===== config.mk =====
export PLATFORM = sky130hd
export DESIGN_NAME = dds_tuning_word_serializer
export DESIGN_NICKNAME = d
export VERILOG_FILES = /design/src/rtl/dts_pkg.sv /design/src/rtl/dts_front.sv /design/src/rtl/dts_fifo.sv /design/src/rtl/dts_div.sv /design/src/rtl/dts_ser.sv /design/src/rtl/dds_tuning_word_serializer.sv
export SDC_FILE = /design/constraint.sdc
export NUM_CORES = 1
export LEC_CHECK = 0
export BUFFER_PORTS_ARGS = -buffer_cell sky130_fd_sc_hd__buf_4
export CAP_MARGIN = 30
export CORE_MARGIN = 2
export CORE_UTILIZATION = 52
export DETAILED_ROUTE_END_ITERATION = 12
export GPL_TIMING_DRIVEN = 0
export PLACE_DENSITY_LB_ADDON = 0.25
export SLEW_MARGIN = 25
export SYNTH_ARGS = -nofsm -noshare
export SYNTH_HDL_FRONTEND = slang
export SYNTH_SLANG_ARGS = --single-unit

===== constraint.sdc =====
create_clock -name clk -period 5 [get_ports clk]
set_clock_uncertainty 0.1 [all_clocks]
set_input_delay 1 -clock clk [delete_from_list [all_inputs] [get_ports clk]]
set_output_delay 1 -clock clk [all_outputs]
set_load 0.1 [all_outputs]

===== src/rtl/dts_pkg.sv =====
// ----------------------------------------------------------------------------
// dts_pkg
// Shared types and constants for the DDS tuning-word serializer.
// ----------------------------------------------------------------------------
package dts_pkg;

    localparam int WORD_BITS_DEF = 32;

    localparam int FREQ_W  = 28;
    localparam int PHASE_W = 16;
    localparam int CTRL_W  = 3;
    localparam int CLK_W   = 28;
    localparam int DEN_W   = 31;   // clock times six fits in 31 bits
    localparam int STEP_W  = 5;
    localparam int TAIL_W  = 8;

    localparam logic [CLK_W-1:0] CLK_RESET = 28'd30000000;

    // floor(phase / 1125) = (phase * ceil(2^26 / 1125)) >> 26 for any 16-bit phase
    localparam int PHASE_SHIFT = 26;
    localparam int PROD_W      = PHASE_W + 16;
    localparam logic [15:0] PHASE_RECIP = 16'd59653;

    localparam int FIFO_DEPTH = 2;
    localparam int FIFO_PTR_W = $clog2(FIFO_DEPTH);

    // One classified item, as handed from the front to the back.
    typedef struct packed {
        logic [FREQ_W-1:0] freq;
        logic [DEN_W-1:0]  den;
        logic              sat;
        logic [TAIL_W-1:0] tail;
    } dts_job_t;

endpackage


===== src/rtl/dts_front.sv =====
// ----------------------------------------------------------------------------
// dts_front
// Input stage: accept an item, form the divisor, quantize phase, flag saturation.
// ----------------------------------------------------------------------------
module dts_front
    import dts_pkg::*;
(
    input  logic              clk,
    input  logic              rst_n,
    input  logic              push,
    output logic              full,
    input  logic [FREQ_W-1:0] freq_hz,
    input  logic [PHASE_W-1:0] phase_centideg,
    input  logic [CTRL_W-1:0] control_bits,
    input  logic [CLK_W-1:0]  clock_hz,
    input  logic              q_full,
    output logic              q_wr,
    output dts_job_t          q_data
);

    logic                valid_reg;
    logic [FREQ_W-1:0]   freq_reg;
    logic [PHASE_W-1:0]  angle_reg;
    logic [CTRL_W-1:0]   ctrl_reg;
    logic [DEN_W-1:0]    den_reg;
    logic [DEN_W-1:0]    den_next;
    logic                accept;
    logic [PROD_W-1:0]   prod;
    logic [PROD_W-PHASE_SHIFT-1:0] quo;
    logic [STEP_W-1:0]   step;

    assign full   = valid_reg && q_full;
    assign accept = push && !full;
    assign q_wr   = valid_reg && !q_full;

    // x6 as (x << 2) + (x << 1)
    assign den_next = control_bits[0]
                    ? (DEN_W'({clock_hz, 2'b00}) + DEN_W'({clock_hz, 1'b0}))
                    : DEN_W'(clock_hz);

    always_ff @(posedge clk or negedge rst_n)
    begin
        if (!rst_n)
        begin
            valid_reg <= 1'b0;
        end
        else if (accept)
        begin
            valid_reg <= 1'b1;
        end
        else if (q_wr)
        begin
            valid_reg <= 1'b0;
        end
    end

    always_ff @(posedge clk)
    begin
        if (accept)
        begin
            freq_reg  <= freq_hz;
            angle_reg <= phase_centideg;
            ctrl_reg  <= control_bits;
            den_reg   <= den_next;
        end
    end

    assign prod = {16'b0, angle_reg} * {{(PROD_W-16){1'b0}}, PHASE_RECIP};
    assign quo  = prod[PROD_W-1:PHASE_SHIFT];
    // a full turn or more maps to step zero
    assign step = quo[STEP_W] ? '0 : quo[STEP_W-1:0];

    always_comb
    begin
        q_data.freq = freq_reg;
        q_data.den  = den_reg;
        q_data.sat  = (den_reg == '0) || ({3'b000, freq_reg} >= den_reg);
        q_data.tail = {step, ctrl_reg};
    end

endmodule


===== src/rtl/dts_fifo.sv =====
// ----------------------------------------------------------------------------
// dts_fifo
// Short queue of classified items between the front and the back.
// ----------------------------------------------------------------------------
module dts_fifo
    import dts_pkg::*;
(
    input  logic     clk,
    input  logic     rst_n,
    input  logic     wr_en,
    input  dts_job_t wr_data,
    input  logic     rd_en,
    output dts_job_t rd_data,
    output logic     full,
    output logic     empty
);

    dts_job_t              mem_reg [FIFO_DEPTH];
    logic [FIFO_PTR_W-1:0] wr_ptr_reg;
    logic [FIFO_PTR_W-1:0] rd_ptr_reg;
    logic [FIFO_PTR_W:0]   count_reg;
    logic                  do_wr;
    logic                  do_rd;

    assign full  = (count_reg == (FIFO_PTR_W+1)'(FIFO_DEPTH));
    assign empty = (count_reg == '0);
    assign do_wr = wr_en && !full;
    assign do_rd = rd_en && !empty;

    assign rd_data = mem_reg[rd_ptr_reg];

    always_ff @(posedge clk)
    begin
        if (do_wr)
        begin
            mem_reg[wr_ptr_reg] <= wr_data;
        end
    end

    always_ff @(posedge clk or negedge rst_n)
    begin
        if (!rst_n)
        begin
            wr_ptr_reg <= '0;
            rd_ptr_reg <= '0;
            count_reg  <= '0;
        end
        else
        begin
            if (do_wr)
            begin
                wr_ptr_reg <= (wr_ptr_reg == FIFO_PTR_W'(FIFO_DEPTH-1)) ? '0
                            : wr_ptr_reg + 1'b1;
            end
            if (do_rd)
            begin
                rd_ptr_reg <= (rd_ptr_reg == FIFO_PTR_W'(FIFO_DEPTH-1)) ? '0
                            : rd_ptr_reg + 1'b1;
            end
            if (do_wr && !do_rd)
            begin
                count_reg <= count_reg + 1'b1;
            end
            else if (do_rd && !do_wr)
            begin
                count_reg <= count_reg - 1'b1;
            end
        end
    end

endmodule


===== src/rtl/dts_div.sv =====
// ----------------------------------------------------------------------------
// dts_div
// Restoring divider: one quotient bit per cycle, then the all-ones correction.
// ----------------------------------------------------------------------------
module dts_div
    import dts_pkg::*;
#(
    parameter int WORD_BITS = WORD_BITS_DEF
)
(
    input  logic                 clk,
    input  logic                 rst_n,
    input  logic                 job_valid,
    output logic                 job_pop,
    input  dts_job_t             job,
    output logic                 res_valid,
    input  logic                 res_take,
    output logic [WORD_BITS-1:0] res_word,
    output logic [TAIL_W-1:0]    res_tail
);

    localparam int CNT_W = $clog2(WORD_BITS);

    typedef enum logic [1:0] {
        S_IDLE,
        S_RUN,
        S_FIX,
        S_DONE
    } state_t;

    state_t               state_reg;
    logic [CNT_W-1:0]     cnt_reg;
    logic [DEN_W-1:0]     rem_reg;
    logic [DEN_W-1:0]     den_reg;
    logic [FREQ_W-1:0]    freq_reg;
    logic [WORD_BITS-1:0] q_reg;
    logic [TAIL_W-1:0]    tail_reg;
    logic [DEN_W:0]       rem_sh;
    logic                 fits;

    assign job_pop   = (state_reg == S_IDLE) && job_valid;
    assign res_valid = (state_reg == S_DONE);
    assign res_word  = q_reg;
    assign res_tail  = tail_reg;

    assign rem_sh = {rem_reg, 1'b0};
    assign fits   = (rem_sh >= {1'b0, den_reg});

    always_ff @(posedge clk or negedge rst_n)
    begin
        if (!rst_n)
        begin
            state_reg <= S_IDLE;
            cnt_reg   <= '0;
            rem_reg   <= '0;
            den_reg   <= '0;
            freq_reg  <= '0;
            q_reg     <= '0;
            tail_reg  <= '0;
        end
        else
        begin
            case (state_reg)
                S_IDLE:
                begin
                    if (job_valid)
                    begin
                        den_reg  <= job.den;
                        freq_reg <= job.freq;
                        rem_reg  <= DEN_W'(job.freq);
                        tail_reg <= job.tail;
                        cnt_reg  <= '0;
                        if (job.sat)
                        begin
                            q_reg     <= {WORD_BITS{1'b1}};
                            state_reg <= S_DONE;
                        end
                        else
                        begin
                            q_reg     <= '0;
                            state_reg <= S_RUN;
                        end
                    end
                end
                S_RUN:
                begin
                    rem_reg <= fits ? DEN_W'(rem_sh - {1'b0, den_reg}) : rem_sh[DEN_W-1:0];
                    q_reg   <= {q_reg[WORD_BITS-2:0], fits};
                    cnt_reg <= cnt_reg + 1'b1;
                    if (cnt_reg == CNT_W'(WORD_BITS-1))
                    begin
                        state_reg <= S_FIX;
                    end
                end
                S_FIX:
                begin
                    // subtract freq/den: borrow one when the remainder fell below freq
                    if ((rem_reg < DEN_W'(freq_reg)) && (q_reg != '0))
                    begin
                        q_reg <= q_reg - 1'b1;
                    end
                    state_reg <= S_DONE;
                end
                S_DONE:
                begin
                    if (res_take)
                    begin
                        state_reg <= S_IDLE;
                    end
                end
                default:
                begin
                    state_reg <= S_IDLE;
                end
            endcase
        end
    end

endmodule


===== src/rtl/dts_ser.sv =====
// ----------------------------------------------------------------------------
// dts_ser
// Output shifter: emit the load word one bit per transaction, LSB first.
// ----------------------------------------------------------------------------
module dts_ser
    import dts_pkg::*;
#(
    parameter int WORD_BITS = WORD_BITS_DEF
)
(
    input  logic                 clk,
    input  logic                 rst_n,
    input  logic                 res_valid,
    output logic                 res_take,
    input  logic [WORD_BITS-1:0] res_word,
    input  logic [TAIL_W-1:0]    res_tail,
    output logic                 empty,
    input  logic                 pop,
    output logic                 serial_bit,
    output logic                 first_bit,
    output logic                 last_bit
);

    localparam int TOTAL = WORD_BITS + TAIL_W;
    localparam int CNT_W = $clog2(TOTAL);

    logic                 busy_reg;
    logic [CNT_W-1:0]     cnt_reg;
    logic [TOTAL-1:0]     sh_reg;
    logic                 adv;
    logic                 load;

    assign empty      = !busy_reg;
    assign serial_bit = sh_reg[0];
    assign first_bit  = (cnt_reg == '0);
    assign last_bit   = (cnt_reg == CNT_W'(TOTAL-1));

    assign adv      = pop && busy_reg;
    // reload on the cycle the last bit leaves so items run back to back
    assign load     = res_valid && (!busy_reg || (adv && last_bit));
    assign res_take = load;

    always_ff @(posedge clk or negedge rst_n)
    begin
        if (!rst_n)
        begin
            busy_reg <= 1'b0;
            cnt_reg  <= '0;
        end
        else if (load)
        begin
            busy_reg <= 1'b1;
            cnt_reg  <= '0;
        end
        else if (adv)
        begin
            if (last_bit)
            begin
                busy_reg <= 1'b0;
                cnt_reg  <= '0;
            end
            else
            begin
                cnt_reg <= cnt_reg + 1'b1;
            end
        end
    end

    always_ff @(posedge clk)
    begin
        if (load)
        begin
            sh_reg <= {res_tail, res_word};
        end
        else if (adv)
        begin
            sh_reg <= {1'b0, sh_reg[TOTAL-1:1]};
        end
    end

endmodule


===== src/rtl/dds_tuning_word_serializer.sv =====
// ----------------------------------------------------------------------------
// dds_tuning_word_serializer
// Compute a DDS frequency tuning word and phase byte and stream the load word.
// ----------------------------------------------------------------------------
//  channel   handshake            payload
//  input     push / full          freq_hz[27:0], phase_centideg[15:0], control_bits[2:0]
//  result    empty / pop          serial_bit, first_bit, last_bit
//  config    cfg_write            cfg_data[27:0] (reference clock in Hz)
//
//  Each input transaction yields WORD_BITS + 8 result transactions (40 by
//  default); with pop held high the output shifter, not the divider, limits
//  the item rate. The divider works on the next item while the shifter
//  drains the current one; a saturated word skips the division.
//  A two-entry queue and the input register let push proceed while pop stalls.
//  Reset empties every stage and loads the clock register with 30 MHz.
// ----------------------------------------------------------------------------
module dds_tuning_word_serializer
    import dts_pkg::*;
#(
    parameter int WORD_BITS = WORD_BITS_DEF
)
(
    input  logic               clk,
    input  logic               rst_n,
    // input queue side
    input  logic               push,
    output logic               full,
    input  logic [FREQ_W-1:0]  freq_hz,
    input  logic [PHASE_W-1:0] phase_centideg,
    input  logic [CTRL_W-1:0]  control_bits,
    // result queue side
    output logic               empty,
    input  logic               pop,
    output logic               serial_bit,
    output logic               first_bit,
    output logic               last_bit,
    // configuration
    input  logic               cfg_write,
    input  logic [CLK_W-1:0]   cfg_data
);

    logic [CLK_W-1:0]     clock_hz_reg;

    logic                 q_full;
    logic                 q_empty;
    logic                 q_wr;
    logic                 q_rd;
    dts_job_t             q_wdata;
    dts_job_t             q_rdata;

    logic                 res_valid;
    logic                 res_take;
    logic [WORD_BITS-1:0] res_word;
    logic [TAIL_W-1:0]    res_tail;

    // Hold the reference clock; the user must write it only while the block is idle (not enforced here).
    always_ff @(posedge clk or negedge rst_n)
    begin
        if (!rst_n)
        begin
            clock_hz_reg <= CLK_RESET;
        end
        else if (cfg_write)
        begin
            clock_hz_reg <= cfg_data;
        end
    end

    // Front: register the item, form the divisor, quantize phase.
    dts_front u_front (
        .clk            (clk),
        .rst_n          (rst_n),
        .push           (push),
        .full           (full),
        .freq_hz        (freq_hz),
        .phase_centideg (phase_centideg),
        .control_bits   (control_bits),
        .clock_hz       (clock_hz_reg),
        .q_full         (q_full),
        .q_wr           (q_wr),
        .q_data         (q_wdata)
    );

    // Decouple classification from the long division.
    dts_fifo u_fifo (
        .clk     (clk),
        .rst_n   (rst_n),
        .wr_en   (q_wr),
        .wr_data (q_wdata),
        .rd_en   (q_rd),
        .rd_data (q_rdata),
        .full    (q_full),
        .empty   (q_empty)
    );

    // Back, part one: one quotient bit per cycle.
    dts_div #(
        .WORD_BITS (WORD_BITS)
    ) u_div (
        .clk       (clk),
        .rst_n     (rst_n),
        .job_valid (!q_empty),
        .job_pop   (q_rd),
        .job       (q_rdata),
        .res_valid (res_valid),
        .res_take  (res_take),
        .res_word  (res_word),
        .res_tail  (res_tail)
    );

    // Back, part two: stream word then control/phase byte, LSB first.
    dts_ser #(
        .WORD_BITS (WORD_BITS)
    ) u_ser (
        .clk        (clk),
        .rst_n      (rst_n),
        .res_valid  (res_valid),
        .res_take   (res_take),
        .res_word   (res_word),
        .res_tail   (res_tail),
        .empty      (empty),
        .pop        (pop),
        .serial_bit (serial_bit),
        .first_bit  (first_bit),
        .last_bit   (last_bit)
    );

endmodule

==> Word-level counts from Yosys, hierarchy flattened <==
Memories as Yosys holds them, arrays and structs flattened.
Cells that the tools add are included.
{ "totals": {"memories": 1, "ram_bits": 136, "inputBits": 80, "word_cells": 113, "output_inout_bits": 5, "reg_bits": 295} }
{ "memory_table": {"columns": ["name", "depth", "word_bits", "rd", "rd_clocked_by_memory_dff", "write_ports", "line_no", "rtl"], "rows": [
  ["u_fifo.mem_reg", 2, 68, 1, 0, 1, "dts_fifo.sv:18", "dts_job_t mem_reg [FIFO_DEPTH];"]
]} }
{ "classes": {"reduce_logical": 36, "eq_ne": 10, "muxes": 32, "n_lt_le_gt_ge": 3, "n_bitwise": 1, "addsub": 9, "multipliers": 1} }
{ "op_table": {"columns": ["op", "count"], "rows": [
  ["two-way mux 32 bit", 3],
  ["case mux 32 bit (3 select lines)", 1],
  ["two-way mux 40 bit", 2],
  ["two-way mux 31 bit", 2],
  ["case mux 31 bit (2 select lines)", 1],
  [">= comparator 32 x 31 -> 1 bit", 1],
  ["multiplier 16 x 16 -> 32 bit, second input constant", 1],
  ["nonzero test 32 bit", 1],
  ["subtractor 32 x 1 -> 32 bit, second input constant", 1],
  ["adder 30 x 29 -> 31 bit", 1],
  [">= comparator 28 x 31 -> 1 bit", 1],
  ["logical NOT 31 bit", 1],
  ["< comparator 31 x 28 -> 1 bit", 1],
  ["subtractor 31 bit", 1],
  ["two-way mux 28 bit", 1],
  ["two-way mux 6 bit", 3],
  ["logical AND 1 bit", 12],
  ["two-way mux 2 bit", 6],
  ["two-way mux 5 bit", 2],
  ["case mux 5 bit (2 select lines)", 1],
  ["nonzero test 2 bit", 5],
  ["two-way mux 1 bit", 9],
  ["case mux 2 bit (4 select lines)", 1],
  ["adder 6 x 1 -> 6 bit, second input constant", 1],
  ["18 further kinds", 33]
]} }

==> Logic depth before layout (Yosys ltp) <==
{ "logic_depth": {"ltp_word": 8, "ltp_mapped": 20, "mapped_depth_nobuf": 20} }

==> Hierarchy <==
Synthesis repeated with hierarchy kept, for this count alone.
{ "unflattened": {"hier_cells": 2238, "hier_area_um2": 25539.5} }
{ "by_module_without_submodules": {"columns": ["module", "instances", "cells_each", "seq_area_each_um2", "area_per_inst_um2"], "rows": [
  ["dts_div", 1, 1040, 3428.3, 8873.5],
  ["dts_front", 1, 767, 2367.3, 8176.6],
  ["dts_fifo", 1, 231, 4184.0, 5146.2],
  ["dts_ser", 1, 140, 1376.3, 2184.6],
  ["dds_tuning_word_serializer", 1, 60, 713.2, 1158.6]
]} }

==> Worst setup path after synthesis <==
No wires, ideal clock.
{ "synth_path": {"path_kind": "register to register", "startpoint": "reg u_front.angle_reg[1]", "endpoint": "mem u_fifo.mem_reg[0][4] in the netlist's numbering, data pin", "required_time_ns": 4.642, "synth_period_minus_slack_ns": 5.363, "setup_ns": 0.258, "stages_incl_launch_ff": 21, "path_slack_ns": -0.363, "n_path_buf": 0, "arrival_ns": 5.005, "path_cell_list": "edfxtp_1 > inv_1 > fa_1 > inv_1 > fa_1 > fa_1 > inv_1 > fa_1 > inv_1 > ha_1 > ha_1 > ha_1 > a211o_1 > a21oi_1 > o21ai_0 > a311o_1 > a21oi_1 > o41ai_1 > a21oi_1 > xnor2_1 > and2_1"} }
{ "synth_lines": {"columns": ["item", "line_no", "rtl"], "rows": [
  ["start: declaration", "dts_front.sv:23", "logic [PHASE_W-1:0] angle_reg;"],
  ["start signal: assignment", "dts_front.sv:62", "angle_reg <= phase_centideg;"],
  ["end: declaration", "dts_fifo.sv:18", null]
]} }

==> reports/results.ini <==
[detailed_routing]
dr_total_vias=17600
drc_errors=0
viasPerCell=5.69
route.detailed.wl_per_inst_um=18.9
top_layer_used=met4
dr_wl_met2_mm=28.1
drt_iter0_markers=1364
wl_met3_mm=2.70
antenna_left=0
drt_first_pass_iters=6
wl_met1_mm=26.1
drt-total-wl_mm=58.5

[yosys]
synth_area_um2=24900
synth_cell_types=77
async_reset_ff_share_pct=41.1
seq_area_frac_synth_pct=48.5
synth_nets=2653
ys_seq_elements=431
syn_inst=2286
synth-edff-count=254
yosysWarnings=0
synthFlopType=edfxtp_1
avgSynthCellArea_um2=10.9

[place]
numPortBuffers=83
dp.final_hpwl_mm=43.8
dp.cells=2992
dpl_cell_area_um2=26500
gp_congestion=0.911
post-place-ws_ps=-731

[worst_setup_path]
crit_end=u_fifo.mem_reg[0][5]$_DFFE_PP_
r2r_slack_ps=-470
worstRegToRegCells=16
worstSetupPathType=register to register
worstReg2RegEnd=u_fifo.mem_reg[0][5]$_DFFE_PP_
reg2reg_from=u_front.angle_reg[2]$_DFFE_PP_
start_kind=register
required_ps=5230
crit_arrival_ps=5710
worst-path-max-fanout=4
end_kind=register
crit_path_start=u_front.angle_reg[2]$_DFFE_PP_

[power_and_ir_drop]
leakage_uw=0.0127
power_density_nw_per_um2=731
vdd_ir_drop_max_v=0.000407

[floorplanning]
initial_core_util_pct=52.5
pin_count=85
die_h_um=223
rows=80
die_area_um2=49600
coreArea_um2=47400
die_w_um=223

[sta]
tightest_slew_ps=884
maxSlewViolCount=0
setup_slack_ps=-474
post-route-period-util_pct=109
rsz0062_at_grt=yes
slew_headroom_pct=41.1
setup_viol=10
hold_violations=0
min_period_ps=5470
max_freq_mhz=183
fin_hold_ws_ps=141

[clocking]
clk_latency_ps=590
cts_tree=yes
clk_pin_slew_worst_paths_ps=60
cts_buffers=46
cts.sinks=431
cts_root_buf=clkbuf_16
htree_num_levels=2
cts-hold-fix-buffers=0
clk_path_buf_depth=3

[global_routing]
grt_pass1_vias=17800
grt_pass1_wl_mm=95.1
grt_use_total_pct=24.1
grt_max_degree=83
grt_overflow=0
antenna_found_initial=0

[final_layout]
largest_register_ffs=136
final_cell_area_um2=28400
mostFrequentLayoutCell=nand2_1
post-route-util_pct=59.8
n_fill_cell=3925
diodes=0
drive_gt1_share_pct=11.6
fin_nets=2805
stdcell_count=3091
final_cell_mix=293 x nand2_1, 254 x edfxtp_1, 227 x ha_1
area_growth_pct=14.0

[outcome]
run_status=finished, violations left
violations=negative setup slack

[worst_hold_path]
hp-class=input port to asynchronous set/reset pin

[job]
max_cap_viol_count=0

## stage by stage
step                power [µW]  TNS (ps)
CTS                      20500     -4820
global route             22500     -6150
finish                   20800     -4600
floorplan                13400     -1360
detailed placement       16400     -6890
global placement         16000    -50190
## where the power goes
| part | switching (µW) | internal (µW) |
|---|---|---|
| Clock | 1450 | 2150 |
| Combinational | 6630 | 4630 |
| Sequential | 739 | 5160 |
| Total | 8810 | 11900 |
## per-layer routing
metal  GRT usage (%)  vias to the layer above
met1            32.9                     8585
met4            7.23                        0
met5               0                        -
li1                -                     8470
met3            2.94                      101
met2            40.6                      437
## final cells by class
class / instances / area (µm²) / share of cell area, %
Buffer: 86 / 357 / 1.26
Sequential cell: 431 / 12100 / 42.5
Clock inverter: 27 / 369 / 1.30
Clock buffer: 59 / 1250 / 4.40
Tap cell: 615 / 769 / 2.71
Multi-Input combinational cell: 1555 / 11800 / 41.7
Inverter: 214 / 803 / 2.83
Timing Repair Buffer: 104 / 933 / 3.29
## kinds of logic (layout without fill, tap and decap cells)
logic type               Yosys count  in the layout  share of synthesized area [%]
AND/OR/NAND/NOR                  564            564                           10.2
AO/OA/AOI/OAI                    510            510                           13.0
flip-flops                       431            431                           48.5
buffers and inverters            300            490                           4.66
adder cells (fa/ha/maj)          287            287                           16.0
multiplexers                     119            119                           5.01
XOR/XNOR                          75             75                           2.64
## worst max-delay path: stages (launching register included)
cell      delay [ps]
edfxtp_1         490
fa_1             590
fa_1             440
fa_1             520
fa_1             450
fa_2             570
ha_4             130
ha_4             190
a211o_1          330
a21oi_2          150
o21ai_2           80
a311o_1          370
a21oi_2          240
o41ai_4          120
a21oi_2          170
xnor2_2          100
and2_4           180
## Yosys cell counts, drive strengths merged, types with 5 or more instances
| cell | n | area (µm²) |
|---|---|---|
| mux2 | 44 | 495 |
| o21bai | 13 | 97.6 |
| nor2b | 14 | 87.6 |
| inv | 213 | 800 |
| a221o | 21 | 210 |
| clkbuf | 69 | 260 |
| a21o | 51 | 390 |
| nor2 | 95 | 357 |
| a22o | 7 | 61.3 |
| ha | 235 | 2940 |
| and3 | 12 | 75.1 |
| a31oi | 17 | 106 |
| dfstp | 10 | 263 |
| nand3 | 20 | 100 |
| nand2 | 293 | 1100 |
| o221ai | 8 | 76.3 |
| buf | 17 | 96.3 |
| a311oi | 5 | 43.8 |
| xor2 | 29 | 254 |
| o211ai | 11 | 82.6 |
| o21ai | 204 | 1040 |
| a221oi | 12 | 105 |
| nor4 | 16 | 100 |
| xnor2 | 46 | 403 |
| o21a | 13 | 97.6 |
| nor3 | 26 | 130 |
| edfxtp | 254 | 7630 |
| or3 | 11 | 68.8 |
| a21oi | 97 | 485 |
| dfrtp | 167 | 4180 |
| nand4 | 24 | 150 |
| fa | 52 | 1040 |
| nand2b | 19 | 119 |
| a211oi | 13 | 97.6 |
| and2 | 14 | 87.6 |
| mux2i | 75 | 751 |
## worst min path at each step
stage	startpoint	to	slack [ps]	cells past startpoint
2_1_floorplan	u_front.ctrl_reg[0]$_DFFE_PP_	u_fifo.mem_reg[0][0]$_DFFE_PP_	320	0
3_3_place_gp	u_front.ctrl_reg[2]$_DFFE_PP_	u_fifo.mem_reg[1][2]$_DFFE_PP_	330	0
3_5_place_dp	u_front.ctrl_reg[0]$_DFFE_PP_	u_fifo.mem_reg[1][0]$_DFFE_PP_	350	0
4_1_cts	rst_n	clock_hz_reg[4]$_DFFE_PN0P_	120	1
5_1_grt	rst_n	clock_hz_reg[4]$_DFFE_PN0P_	130	1
6_report	rst_n	clock_hz_reg[4]$_DFFE_PN0P_	140	1
## timing repair
action | CTS | global route
endpoints found under the setup margin | 10 | 10
gates resized for setup | 12 | 9
pin swaps | 18 | 7
gates cloned | 0 | 0
setup buffers | 11 | 1
Note: power is estimated with default switching activity, not from simulation.
